`src/rtl/core/prsp_pkg.sv`:
```
// Shared widths, register codes and pipeline payload types for the point rotate and slab block.
`default_nettype none

package prsp_pkg;

  localparam int SLICE_WIDTH_DEF  = 106;
  localparam int SLICE_HEIGHT_DEF = 120;

  localparam int POS_W      = 16;
  localparam int COLOR_W    = 8;
  localparam int Q8_W       = 10;
  localparam int Q8_SHIFT   = 8;
  localparam int PROD_W     = POS_W + Q8_W;
  localparam int SUM_W      = PROD_W + 1;
  localparam int ROT_W      = SUM_W - Q8_SHIFT;
  localparam int SX_W       = ROT_W + 1;
  localparam int SY_W       = POS_W + 2;
  localparam int PIX_W      = 10;
  localparam int HALF_W     = 16;
  localparam int STRIDE_W   = 13;
  localparam int ORIG_W     = 11;
  localparam int ROWP_W     = ORIG_W + 1;
  localparam int OFS_W      = 25;
  localparam int PIX_BYTES  = 3;
  localparam int CFG_IDX_W  = 3;
  localparam int CFG_DATA_W = 16;
  localparam int CORNER_W   = 2;

  localparam logic [Q8_W-1:0] COS_RESET = Q8_W'(256);

  typedef enum logic [CFG_IDX_W-1:0] {
    REG_COS,
    REG_SIN,
    REG_SLAB_EN,
    REG_HALF,
    REG_STRIDE,
    REG_COL,
    REG_ROW
  } cfg_reg_t;

  typedef struct packed {
    logic [Q8_W-1:0]     cos_q8;
    logic [Q8_W-1:0]     sin_q8;
    logic                slab_enable;
    logic [HALF_W-1:0]   slab_half_thickness;
    logic [STRIDE_W-1:0] line_stride_bytes;
    logic [ORIG_W-1:0]   origin_column;
    logic [ORIG_W-1:0]   origin_row;
  } cfg_t;

  typedef struct packed {
    logic [COLOR_W-1:0] red;
    logic [COLOR_W-1:0] green;
    logic [COLOR_W-1:0] blue;
    logic               final_point;
  } attr_t;

  typedef struct packed {
    logic [POS_W-1:0] pos_x;
    logic [POS_W-1:0] pos_y;
    logic [POS_W-1:0] pos_z;
    attr_t            attr;
  } point_t;

  typedef struct packed {
    logic [ROT_W-1:0] rx;
    logic [ROT_W-1:0] rz;
    logic [POS_W-1:0] pos_y;
    attr_t            attr;
  } rot_t;

  typedef struct packed {
    logic             accept;
    logic             x_ok;
    logic             y_ok;
    logic [OFS_W-1:0] base;
    attr_t            attr;
  } splat_t;

endpackage

`default_nettype wire

```
`src/rtl/core/point_rotate_slab_project.sv`:
```
// Top level of the point rotate, slab clip and 2x2 splat projection block.
`default_nettype none

// Channel  Direction  Handshake             Payload
// cfg      in         cfg_wr_en             cfg_index (register number), cfg_data (16 bits)
// in       in         in_valid / in_ready   pos_x, pos_y, pos_z, red, green, blue, final_point
// out      out        out_valid / out_ready write_valid, byte_offset, byte0..2, corner_last,
//                                           model_last
//
// Every point request produces four corner requests, one per cycle on the result
// port while the result side does not stall; the single result port and the corner
// sequencer set the sustained point rate. From acceptance to the first corner a
// point passes two rotation stages, two clip and offset stages, the
// corner holder and the output register. Reset is synchronous and active low; it
// empties the pipeline and loads the register defaults. A stall on the result side
// backs up stage by stage, and empty stages keep taking requests meanwhile.

module point_rotate_slab_project
  import prsp_pkg::*;
#(
  parameter int SLICE_WIDTH  = SLICE_WIDTH_DEF,
  parameter int SLICE_HEIGHT = SLICE_HEIGHT_DEF
) (
  input  wire logic                  clk,
  input  wire logic                  rst_n,
  input  wire logic                  cfg_wr_en,
  input  wire logic [CFG_IDX_W-1:0]  cfg_index,
  input  wire logic [CFG_DATA_W-1:0] cfg_data,
  input  wire logic                  in_valid,
  output logic                       in_ready,
  input  wire logic [POS_W-1:0]      in_pos_x,
  input  wire logic [POS_W-1:0]      in_pos_y,
  input  wire logic [POS_W-1:0]      in_pos_z,
  input  wire logic [COLOR_W-1:0]    in_red,
  input  wire logic [COLOR_W-1:0]    in_green,
  input  wire logic [COLOR_W-1:0]    in_blue,
  input  wire logic                  in_final_point,
  output logic                       out_valid,
  input  wire logic                  out_ready,
  output logic                       out_write_valid,
  output logic [OFS_W-1:0]           out_byte_offset,
  output logic [COLOR_W-1:0]         out_byte0_green,
  output logic [COLOR_W-1:0]         out_byte1_blue,
  output logic [COLOR_W-1:0]         out_byte2_red,
  output logic                       out_corner_last,
  output logic                       out_model_last
);

  // Configuration registers. Writes must arrive only while the pipeline is empty,
  // which the block itself does not enforce; every stage reads them directly.
  cfg_t cfg_r, cfg_nxt;

  always_comb begin
    cfg_nxt = cfg_r;
    if (cfg_wr_en) begin
      case (cfg_reg_t'(cfg_index))
        REG_COS:     cfg_nxt.cos_q8              = cfg_data[Q8_W-1:0];
        REG_SIN:     cfg_nxt.sin_q8              = cfg_data[Q8_W-1:0];
        REG_SLAB_EN: cfg_nxt.slab_enable         = cfg_data[0];
        REG_HALF:    cfg_nxt.slab_half_thickness = cfg_data[HALF_W-1:0];
        REG_STRIDE:  cfg_nxt.line_stride_bytes   = cfg_data[STRIDE_W-1:0];
        REG_COL:     cfg_nxt.origin_column       = cfg_data[ORIG_W-1:0];
        REG_ROW:     cfg_nxt.origin_row          = cfg_data[ORIG_W-1:0];
        default:     cfg_nxt = cfg_r;
      endcase
    end
  end

  always_ff @(posedge clk) begin
    if (!rst_n) begin
      cfg_r.cos_q8              <= COS_RESET;
      cfg_r.sin_q8              <= '0;
      cfg_r.slab_enable         <= 1'b0;
      cfg_r.slab_half_thickness <= '0;
      cfg_r.line_stride_bytes   <= '0;
      cfg_r.origin_column       <= '0;
      cfg_r.origin_row          <= '0;
    end else begin
      cfg_r <= cfg_nxt;
    end
  end

  point_t in_point;
  rot_t   rot_data;
  splat_t splat_data;
  logic   rot_valid, rot_ready, splat_valid, splat_ready;

  always_comb begin
    in_point.pos_x            = in_pos_x;
    in_point.pos_y            = in_pos_y;
    in_point.pos_z            = in_pos_z;
    in_point.attr.red         = in_red;
    in_point.attr.green       = in_green;
    in_point.attr.blue        = in_blue;
    in_point.attr.final_point = in_final_point;
  end

  // Stages one and two: products, then rotated x and depth.
  prsp_rotate u_rotate (
    .clk       (clk),
    .rst_n     (rst_n),
    .cfg       (cfg_r),
    .in_valid  (in_valid),
    .in_ready  (in_ready),
    .in_data   (in_point),
    .out_valid (rot_valid),
    .out_ready (rot_ready),
    .out_data  (rot_data)
  );

  // Stages three and four: slab and slice tests, then the anchor's byte offset.
  prsp_clip #(
    .SLICE_WIDTH  (SLICE_WIDTH),
    .SLICE_HEIGHT (SLICE_HEIGHT)
  ) u_clip (
    .clk       (clk),
    .rst_n     (rst_n),
    .cfg       (cfg_r),
    .in_valid  (rot_valid),
    .in_ready  (rot_ready),
    .in_data   (rot_data),
    .out_valid (splat_valid),
    .out_ready (splat_ready),
    .out_data  (splat_data)
  );

  // The corner sequencer fans each splat out into four result requests.
  prsp_corner u_corner (
    .clk             (clk),
    .rst_n           (rst_n),
    .cfg             (cfg_r),
    .in_valid        (splat_valid),
    .in_ready        (splat_ready),
    .in_data         (splat_data),
    .out_valid       (out_valid),
    .out_ready       (out_ready),
    .out_write_valid (out_write_valid),
    .out_byte_offset (out_byte_offset),
    .out_byte0_green (out_byte0_green),
    .out_byte1_blue  (out_byte1_blue),
    .out_byte2_red   (out_byte2_red),
    .out_corner_last (out_corner_last),
    .out_model_last  (out_model_last)
  );

endmodule

`default_nettype wire

```
`src/rtl/core/prsp_rotate.sv`:
```
// Two-stage Y-axis rotation: four Q8 products, then the sums shifted down by eight.
`default_nettype none

module prsp_rotate
  import prsp_pkg::*;
(
  input  wire logic   clk,
  input  wire logic   rst_n,
  input  wire cfg_t   cfg,
  input  wire logic   in_valid,
  output logic        in_ready,
  input  wire point_t in_data,
  output logic        out_valid,
  input  wire logic   out_ready,
  output rot_t        out_data
);

  typedef struct packed {
    logic [PROD_W-1:0] p_xc;
    logic [PROD_W-1:0] p_zs;
    logic [PROD_W-1:0] p_zc;
    logic [PROD_W-1:0] p_xs;
    logic [POS_W-1:0]  pos_y;
    attr_t             attr;
  } prod_t;

  logic  s1_v_r, s2_v_r;
  logic  s1_en, s2_en;
  prod_t s1_r, s1_nxt;
  rot_t  s2_r, s2_nxt;
  logic signed [SUM_W-1:0] sum_x, sum_z;

  assign s2_en    = !s2_v_r || out_ready;
  assign s1_en    = !s1_v_r || s2_en;
  assign in_ready = s1_en;

  always_comb begin
    s1_nxt.p_xc  = PROD_W'($signed(in_data.pos_x) * $signed(cfg.cos_q8));
    s1_nxt.p_zs  = PROD_W'($signed(in_data.pos_z) * $signed(cfg.sin_q8));
    s1_nxt.p_zc  = PROD_W'($signed(in_data.pos_z) * $signed(cfg.cos_q8));
    s1_nxt.p_xs  = PROD_W'($signed(in_data.pos_x) * $signed(cfg.sin_q8));
    s1_nxt.pos_y = in_data.pos_y;
    s1_nxt.attr  = in_data.attr;
  end

  // Floor division by 256 is the arithmetic shift, taken as a part-select.
  assign sum_x = {s1_r.p_xc[PROD_W-1], s1_r.p_xc} + {s1_r.p_zs[PROD_W-1], s1_r.p_zs};
  assign sum_z = {s1_r.p_zc[PROD_W-1], s1_r.p_zc} - {s1_r.p_xs[PROD_W-1], s1_r.p_xs};

  always_comb begin
    s2_nxt.rx    = sum_x[SUM_W-1:Q8_SHIFT];
    s2_nxt.rz    = sum_z[SUM_W-1:Q8_SHIFT];
    s2_nxt.pos_y = s1_r.pos_y;
    s2_nxt.attr  = s1_r.attr;
  end

  always_ff @(posedge clk) begin
    if (!rst_n) begin
      s1_v_r <= 1'b0;
      s2_v_r <= 1'b0;
    end else begin
      if (s1_en) begin
        s1_v_r <= in_valid;
      end
      if (s2_en) begin
        s2_v_r <= s1_v_r;
      end
    end
  end

  always_ff @(posedge clk) begin
    if (s1_en && in_valid) begin
      s1_r <= s1_nxt;
    end
    if (s2_en && s1_v_r) begin
      s2_r <= s2_nxt;
    end
  end

  assign out_valid = s2_v_r;
  assign out_data  = s2_r;

endmodule

`default_nettype wire

```
`src/rtl/core/prsp_clip.sv`:
```
// Two-stage slab and slice test followed by the framebuffer offset of the top-left corner.
`default_nettype none

module prsp_clip
  import prsp_pkg::*;
#(
  parameter int SLICE_WIDTH  = SLICE_WIDTH_DEF,
  parameter int SLICE_HEIGHT = SLICE_HEIGHT_DEF
) (
  input  wire logic clk,
  input  wire logic rst_n,
  input  wire cfg_t cfg,
  input  wire logic in_valid,
  output logic      in_ready,
  input  wire rot_t in_data,
  output logic      out_valid,
  input  wire logic out_ready,
  output splat_t    out_data
);

  localparam logic signed [SX_W-1:0] CENTER_X = SX_W'(SLICE_WIDTH / 2);
  localparam logic signed [SY_W-1:0] CENTER_Y = SY_W'(SLICE_HEIGHT / 2);
  localparam logic signed [SX_W-1:0] LIMIT_X  = SX_W'(SLICE_WIDTH);
  localparam logic signed [SY_W-1:0] LIMIT_Y  = SY_W'(SLICE_HEIGHT);
  localparam logic signed [SX_W-1:0] EDGE_X   = SX_W'(SLICE_WIDTH - 1);
  localparam logic signed [SY_W-1:0] EDGE_Y   = SY_W'(SLICE_HEIGHT - 1);

  typedef struct packed {
    logic              accept;
    logic              x_ok;
    logic              y_ok;
    logic [ROWP_W-1:0] rowp;
    logic [ROWP_W-1:0] colp;
    attr_t             attr;
  } anchor_t;

  logic    s3_v_r, s4_v_r;
  logic    s3_en, s4_en;
  anchor_t s3_r, s3_nxt;
  splat_t  s4_r, s4_nxt;

  logic signed [SX_W-1:0] sx, rz_e, half_e;
  logic signed [SY_W-1:0] sy;
  logic                   in_slab;
  logic [OFS_W-1:0]       row_term, col_term;

  assign s4_en    = !s4_v_r || out_ready;
  assign s3_en    = !s3_v_r || s4_en;
  assign in_ready = s3_en;

  assign sx     = CENTER_X + {in_data.rx[ROT_W-1], in_data.rx};
  assign sy     = CENTER_Y - {{(SY_W-POS_W){in_data.pos_y[POS_W-1]}}, in_data.pos_y};
  assign rz_e   = {in_data.rz[ROT_W-1], in_data.rz};
  assign half_e = {{(SX_W-HALF_W){1'b0}}, cfg.slab_half_thickness};

  assign in_slab = !cfg.slab_enable || ((rz_e <= half_e) && (rz_e >= -half_e));

  always_comb begin
    s3_nxt.accept = in_slab && !sx[SX_W-1] && (sx < LIMIT_X) && !sy[SY_W-1] && (sy < LIMIT_Y);
    s3_nxt.x_ok   = sx < EDGE_X;
    s3_nxt.y_ok   = sy < EDGE_Y;
    s3_nxt.rowp   = {1'b0, cfg.origin_row} + ROWP_W'(sy[PIX_W-1:0]);
    s3_nxt.colp   = {1'b0, cfg.origin_column} + ROWP_W'(sx[PIX_W-1:0]);
    s3_nxt.attr   = in_data.attr;
  end

  // Offsets wrap at 25 bits, so both terms are formed modulo that width.
  assign row_term = OFS_W'(s3_r.rowp) * OFS_W'(cfg.line_stride_bytes);
  assign col_term = OFS_W'(s3_r.colp) * OFS_W'(PIX_BYTES);

  always_comb begin
    s4_nxt.accept = s3_r.accept;
    s4_nxt.x_ok   = s3_r.x_ok;
    s4_nxt.y_ok   = s3_r.y_ok;
    s4_nxt.base   = row_term + col_term;
    s4_nxt.attr   = s3_r.attr;
  end

  always_ff @(posedge clk) begin
    if (!rst_n) begin
      s3_v_r <= 1'b0;
      s4_v_r <= 1'b0;
    end else begin
      if (s3_en) begin
        s3_v_r <= in_valid;
      end
      if (s4_en) begin
        s4_v_r <= s3_v_r;
      end
    end
  end

  always_ff @(posedge clk) begin
    if (s3_en && in_valid) begin
      s3_r <= s3_nxt;
    end
    if (s4_en && s3_v_r) begin
      s4_r <= s4_nxt;
    end
  end

  assign out_valid = s4_v_r;
  assign out_data  = s4_r;

endmodule

`default_nettype wire

```
`src/rtl/core/prsp_corner.sv`:
```
// Corner sequencer: holds one splat and issues its four corner requests through an output register.
`default_nettype none

module prsp_corner
  import prsp_pkg::*;
(
  input  wire logic   clk,
  input  wire logic   rst_n,
  input  wire cfg_t   cfg,
  input  wire logic   in_valid,
  output logic        in_ready,
  input  wire splat_t in_data,
  output logic        out_valid,
  input  wire logic   out_ready,
  output logic        out_write_valid,
  output logic [OFS_W-1:0]   out_byte_offset,
  output logic [COLOR_W-1:0] out_byte0_green,
  output logic [COLOR_W-1:0] out_byte1_blue,
  output logic [COLOR_W-1:0] out_byte2_red,
  output logic        out_corner_last,
  output logic        out_model_last
);

  localparam logic [CORNER_W-1:0] LAST_CORNER = '1;

  logic                ser_v_r;
  splat_t              ser_r;
  logic [CORNER_W-1:0] cnt_r, cnt_nxt;
  logic                ov_r;
  logic                load, take, last;
  logic                dx, dy, wv;
  logic [OFS_W-1:0]    ofs_nxt;

  logic               wv_r;
  logic [OFS_W-1:0]   ofs_r;
  logic [COLOR_W-1:0] g_r, b_r, red_r;
  logic               cl_r, ml_r;

  assign load     = ser_v_r && (!ov_r || out_ready);
  assign last     = cnt_r == LAST_CORNER;
  assign take     = !ser_v_r || (load && last);
  assign in_ready = take;
  assign cnt_nxt  = cnt_r + CORNER_W'(1);

  // Corner order is left-top, right-top, left-bottom, right-bottom.
  assign dx = cnt_r[0];
  assign dy = cnt_r[1];
  assign wv = ser_r.accept && (!dx || ser_r.x_ok) && (!dy || ser_r.y_ok);
  assign ofs_nxt = ser_r.base + (dx ? OFS_W'(PIX_BYTES) : '0)
                 + (dy ? OFS_W'(cfg.line_stride_bytes) : '0);

  always_ff @(posedge clk) begin
    if (!rst_n) begin
      ser_v_r <= 1'b0;
      cnt_r   <= '0;
      ov_r    <= 1'b0;
    end else begin
      if (take) begin
        ser_v_r <= in_valid;
        cnt_r   <= '0;
      end else if (load) begin
        cnt_r <= cnt_nxt;
      end
      if (load) begin
        ov_r <= 1'b1;
      end else if (out_ready) begin
        ov_r <= 1'b0;
      end
    end
  end

  always_ff @(posedge clk) begin
    if (take && in_valid) begin
      ser_r <= in_data;
    end
    if (load) begin
      wv_r  <= wv;
      ofs_r <= wv ? ofs_nxt : '0;
      g_r   <= wv ? ser_r.attr.green : '0;
      b_r   <= wv ? ser_r.attr.blue : '0;
      red_r <= wv ? ser_r.attr.red : '0;
      cl_r  <= last;
      ml_r  <= last && ser_r.attr.final_point;
    end
  end

  assign out_valid       = ov_r;
  assign out_write_valid = wv_r;
  assign out_byte_offset = ofs_r;
  assign out_byte0_green = g_r;
  assign out_byte1_blue  = b_r;
  assign out_byte2_red   = red_r;
  assign out_corner_last = cl_r;
  assign out_model_last  = ml_r;

  a_model_on_last: assert property (@(posedge clk) disable iff (!rst_n)
    out_valid && out_model_last |-> out_corner_last)
    else $error("model_last set on a corner other than the fourth");

  a_last_frees: assert property (@(posedge clk) disable iff (!rst_n)
    load && last && !in_valid |=> !ser_v_r)
    else $error("splat holder still busy after its fourth corner");

  a_corner_step: assert property (@(posedge clk) disable iff (!rst_n)
    load && !last |=> ser_v_r && (cnt_r == $past(cnt_nxt)))
    else $error("corner counter skipped or lost its splat");

  a_undrawn_zero: assert property (@(posedge clk) disable iff (!rst_n)
    out_valid && !out_write_valid |-> (out_byte_offset == '0) && (out_byte2_red == '0))
    else $error("undrawn corner carries payload");

endmodule

`default_nettype wire
```
`config.mk`:
```
export PLATFORM = sky130hd
export DESIGN_NAME = point_rotate_slab_project
export DESIGN_NICKNAME = d
export VERILOG_FILES = /design/src/rtl/core/prsp_pkg.sv /design/src/rtl/core/point_rotate_slab_project.sv /design/src/rtl/core/prsp_rotate.sv /design/src/rtl/core/prsp_clip.sv /design/src/rtl/core/prsp_corner.sv
export SDC_FILE = /design/constraint.sdc
export NUM_CORES = 2
export LEC_CHECK = 0
export ABC_AREA = 0
export BUFFER_PORTS_ARGS = -buffer_cell sky130_fd_sc_hd__buf_2
export CAP_MARGIN = 20
export CORE_ASPECT_RATIO = 1.75
export CORE_MARGIN = 2
export CORE_UTILIZATION = 45
export DETAILED_ROUTE_END_ITERATION = 10
export PLACE_DENSITY = 0.68
export SLEW_MARGIN = 30
export SYNTH_ARGS = -nofsm -noshare
export SYNTH_HDL_FRONTEND = slang
export SYNTH_HIERARCHICAL = 1
export SYNTH_SLANG_ARGS = --single-unit
```
`constraint.sdc`:
```
create_clock -name clk -period 16.02 [get_ports clk]
set_input_delay 0.801 -clock clk [delete_from_list [all_inputs] [get_ports clk]]
set_output_delay 0.801 -clock clk [all_outputs]
set_load 0.05 [all_outputs]
```
# Word-level counts from Yosys, hierarchy flattened
# Index checks and enable logic that the tools add are counted.
# classes
add_sub_neg,11
mul,6
div_mod_pow,0
n_lt_le_gt_ge,6
n_eq_ne,7
n_shift,0
muxes,4
bitwise,1
reduce_logical,45
# ops
op,n
$mul A16 B10 Y26,4
$add A25 B25 Y25,2
$lt A20 B8 Y1 const B,2
$lt A18 B8 Y1 const B,2
$add A26 B26 Y27,1
$sub A26 B26 Y27,1
$add A25 B14 Y25,1
$mul A12 B13 Y25,1
$add A11 B10 Y12,2
$add A7 B19 Y20 const A,1
$ge A19 B20 Y1,1
$neg A16 Y20,1
$le A19 B17 Y1,1
$sub A7 B16 Y17 const A,1
$logic_and A1 B1 Y1,15
$mul A12 B2 Y14 const B,1
$reduce_and A2 Y1,7
$mux W13,1
$logic_not A1 Y1,11
$eq A3 B3 Y1 const B,3
$logic_or A1 B1 Y1,9
$eq A3 B2 Y1 const B,2
$eq A3 B1 Y1 const B,1
$logic_not A3 Y1,1
other kinds (7),8
# totals
register_bits,514
latchBits,0
mem_bits_rw,0
rom_bits,0
input_bits,97
out_inout_bits,54
word_cells,142
mem_count,0

# Depth between registers and ports, before layout
# logic_depth
word_depth,10
ltp_mapped,22
mapped_depth_nobuf,21

# Hierarchy
# The synthesis kept the hierarchy.
# by_module_without_submodules
module,instances,cells_per_inst,area_each_um2
prsp_rotate,1,3232,32000.7
prsp_clip,1,1168,11982.7
prsp_corner,1,322,4738.3
point_rotate_slab_project,1,258,2661.3

# Least setup slack after synthesis
# OpenSTA, ideal clock, no wires.
# synth_timing
path_type,input port to flip-flop
startpoint,input port in_pos_z[7]
endpoint,register u_rotate/s1_r[117] in the netlist's numbering (data pin)
setup_time_ns,0.258
arrival_ns,5.710
required_time_ns,15.762
path_slack_ns,10.052
cell_stages,22
path_buffers,1
cell_sequence,clkbuf_1 nand2_1 fa_1 inv_1 fa_1 inv_1 fa_1 inv_1 fa_1 inv_1 fa_1 inv_1 ha_1 or4_1 o2111ai_1 a21oi_2 o221ai_4 o21ai_2 a2111oi_2 o21bai_1 a21oi_1 xnor2_1
# synth_rtl
element,line,source
"start, declared",point_rotate_slab_project.sv:33,"input wire logic [POS_W-1:0] in_pos_z,"
"end signal, assigned",prsp_rotate.sv:73,s1_r <= s1_nxt;
"end, declared",prsp_rotate.sv:29,"prod_t s1_r, s1_nxt;"

==> impl_results.md <==
- Synth Register Bits: 514
- Lkg Pwr: 0.0263 uW
- CTS buffer count: 48
- Reg-to-reg startpoint: u_clip/s3_r[41]
- Largest net degree at the start of global routing: 89
- Critical Path Sink Type: flop
- Hpwl dp: 92,600 um
- Row Count: 164
- Post-synth EDFFs: 434
- Top cell type's share of synthesized area: 27.0%
- Clk_lat worst skew: 0.64 ns
- H-Tree Depth: 2
- Die H: 451 um
- Area Growth Syn to Fin: 7.74%
- WL final: 117,000 um
- Crit-path cells: and2_1 -> fa_1 -> inv_1 -> fa_1 -> inv_1 -> fa_1 -> fa_1 -> fa_1 -> inv_1 -> fa_1 -> inv_1 -> ha_1 -> and3_1 -> nand2_1 -> nor2_1 -> o21ai_0 -> a31o_2 -> o2111ai_1 -> a21oi_1 -> xnor2_1
- Netlist cell types: 96
- Drt pass-1 iters: 5
- Crit Path Class: reg2reg
- Tcrit/Tclk final: 39.2%
- DR WL/cell: 17.9 um
- Vias in the first global route: 36.5k
- PortBufs: 150
- Ys async rst share: 0%
- Worst R2R Setup Slack: 9.75 ns
- Worst-Margin Slew: 1.00 ns
- Total die area: 117,000 um^2
- First-pass GRT wire length: 188,000 um
- Syn_area_per_cell: 10.3 um^2
- CTS root buf: clkbuf_16
- FMAX: 0.159 GHz
- Hold path cells: 1
- Layout cell share with drive strength beyond 1: 6.50%
- Post_cts resized: 0
- Initial core utilization: 45.2%
- Dpl ws: 9.50 ns
- Worst setup SP type: flop
- Max Slew Vio Count: 0
- Global route overflow: 0
- 1st-iter DRT viols: 1,601
- RR Endpoint: u_clip/out_data[49]
- Clock Sinks: 514
- Final #Nets: 6,297
- Total track usage: 20.4%
- Top post-synthesis cells by area: fa_1 27%, edfxtp_1 25%, ha_1 12%
- Critical Path AT: 6.64 ns
- Min-Delay Endpoint: u_rotate/s1_r[5]
- Core ar.: 114,000 um^2
- Power Total: 3810 uW
- Worst-path fanout max: 13
- Main synth FF type: edfxtp_1
- Slowest stage delay, CP: 0.57 ns
- Crit path time final: 6.27 ns
- RSZ-0062 raised after global routing: no
- Required time worst endpoint: 16.38 ns
- CP max stage cell: edfxtp_1
- R2R depth: 20
- Core Util, Final: 48.7%
- Synth warnings: 6
- Post-route ant nets: 0
- Register area: 14,600 um^2
- Initial antenna violation count: 17
- Gp weighted congestion: 0.862
- Die width: 259 um
- Filler instances: 10.5k
- Relative slew slack: 32.7%
- Final Hold Viols: 0
- Max Cap Viol: 0
- Via count: 34.2k
- Multi-input gate area: 32,400 um^2
- Post-Synthesis Cells: 4,980
- CTS tree: built
- # IOs: 151
- Max VDD drop: 0.0809 mV
- Worst-case clock skew: 0.0402 ns
- Clk slew on worst S/H paths: 0.08 ns
- Seq/Total Area, Yosys: 28.5%
- Worst hold start: in_blue[4]
- Power Density: 68.8 nW/um^2
- Setup TNS: 0 ns
- Number of post-CTS setup repair buffers: 0
- Hold crit path type: in2reg
- Post-CTS Hold Fix Bufs: 0
- Vias per std cell: 5.21
- Mapped Area: 51,400 um^2
- Commonest cells after routing, fill and taps aside: 988 x inv_1, 692 x fa_1, 601 x nand2_1, 474 x ha_1, 434 x edfxtp_1
- Area leader, netlist: fa_1
- Synthesized net count: 6,243
- Final worst slack: 9.75 ns
- # DRC: 0
- Most used cell, CP: fa_1
- Final setup violation count: 0
- Clk buf depth: 3
- Most common cell after layout, fill and taps aside: inv_1
- Outcome: finished, final reports clean
area by class of cell:
class / instances / share of cell area, %
Sequential cell: 514 / 26.4
Timing Repair Buffer: 181 / 1.84
Multi-Input combinational cell: 3298 / 58.5
Clock inverter: 37 / 0.859
Antenna cell: 2 / 0.00904
Inverter: 991 / 6.72
Clock buffer: 53 / 2.26
Tap cell: 1494 / 3.38
power breakdown:
| group | internal [uW] | switching [uW] |
|---|---|---|
| registers | 1560 | 49.4 |
| logic | 388 | 574 |
| clock network | 680 | 554 |
metrics by stage:
| step | area, um^2 | hold WS, ns | std cells |
|---|---|---|---|
| 3_3_place_gp | 53600 | 0.401 | 6475 |
| 3_5_place_dp | 53600 | 0.405 | 6477 |
| 4_1_cts | 55300 | 0.273 | 6567 |
| 2_1_floorplan | 51400 | 0.400 | 4980 |
| 6_report | 55400 | 0.336 | 6570 |
| 5_1_grt | 55400 | 0.293 | 6569 |
worst max path at each step:
| stage | startpoint | endpoint | slack [ns] | cells after the start |
|---|---|---|---|---|
| floorplan | in_pos_z[7] | u_rotate/s1_r[117] | 10.05 | 22 |
| global placement | in_pos_x[7] | u_rotate/s1_r[144] | 9.50 | 22 |
| detailed placement | in_pos_x[7] | u_rotate/s1_r[144] | 9.50 | 22 |
| CTS | cfg_r[71] | u_rotate/s1_r[144] | 9.64 | 19 |
| global route | u_clip/s3_r[41] | u_clip/out_data[48] | 9.45 | 19 |
| finish | u_clip/s3_r[41] | u_clip/out_data[49] | 9.75 | 20 |
metal layers:
metal	GRT usage, %	vias to the layer above	share of wire, %
li1	-	15900	-
met1	21.7	17200	36
met2	38.5	853	53
met3	2.44	272	4.3
met4	11.2	12	6.0
met5	0	-	0.064
synthesized netlist by cell type (12+ instances only):
cell,instances
inv_1,989
fa_1,692
nand2_1,601
ha_1,474
edfxtp_1,434
and2_1,351
clkbuf_1,165
xnor2_1,158
nor2_1,154
a21oi_1,142
dfxtp_1,80
a21o_1,78
mux2i_1,72
xor2_1,65
nand3_1,49
o21ai_0,47
nor3_1,43
nand2b_1,31
o21bai_1,30
nor2b_1,26
o21a_1,25
nand4_1,21
and3_1,18
a211oi_1,16
nor4_1,15
o21ai_1,15
or3_1,14
a31oi_1,12
worst max-delay path: cells and delay by family, from the launching register on:
family | cells | cell delay, ns
compound gates | 4 | 0.81
xor+xnor | 1 | 0.14
fa+ha+maj | 7 | 3.50
buf+inv | 4 | 0.19
flops | 1 | 0.57
simple gates | 4 | 0.79
cell families (layout without fill, tap and decap cells):
family	after synthesis	in the layout	synth area share (%)
xor+xnor	223	223	3.80
mux	74	74	1.45
other cells	0	2	0
compound gates	462	462	6.11
buf+inv	1168	1262	8.58
fa+ha+maj	1166	1166	38.5
simple gates	1373	1373	13.1
flops	514	514	28.5
flip-flops by register name (all words and copies together) (netlist names), 2 cells and up:
name / cells
u_corner/out_byte0_green: 8
u_clip/out_data: 53
u_rotate/out_data: 79
u_rotate/s1_r: 145
u_corner/ser_r: 53
u_corner/out_byte2_red: 8
u_clip/s3_r: 52
cfg_r: 72
u_corner/cnt_r: 2
u_corner/out_byte_offset: 25
u_corner/out_byte1_blue: 8
Note: power is estimated with default switching activity, not from simulation.
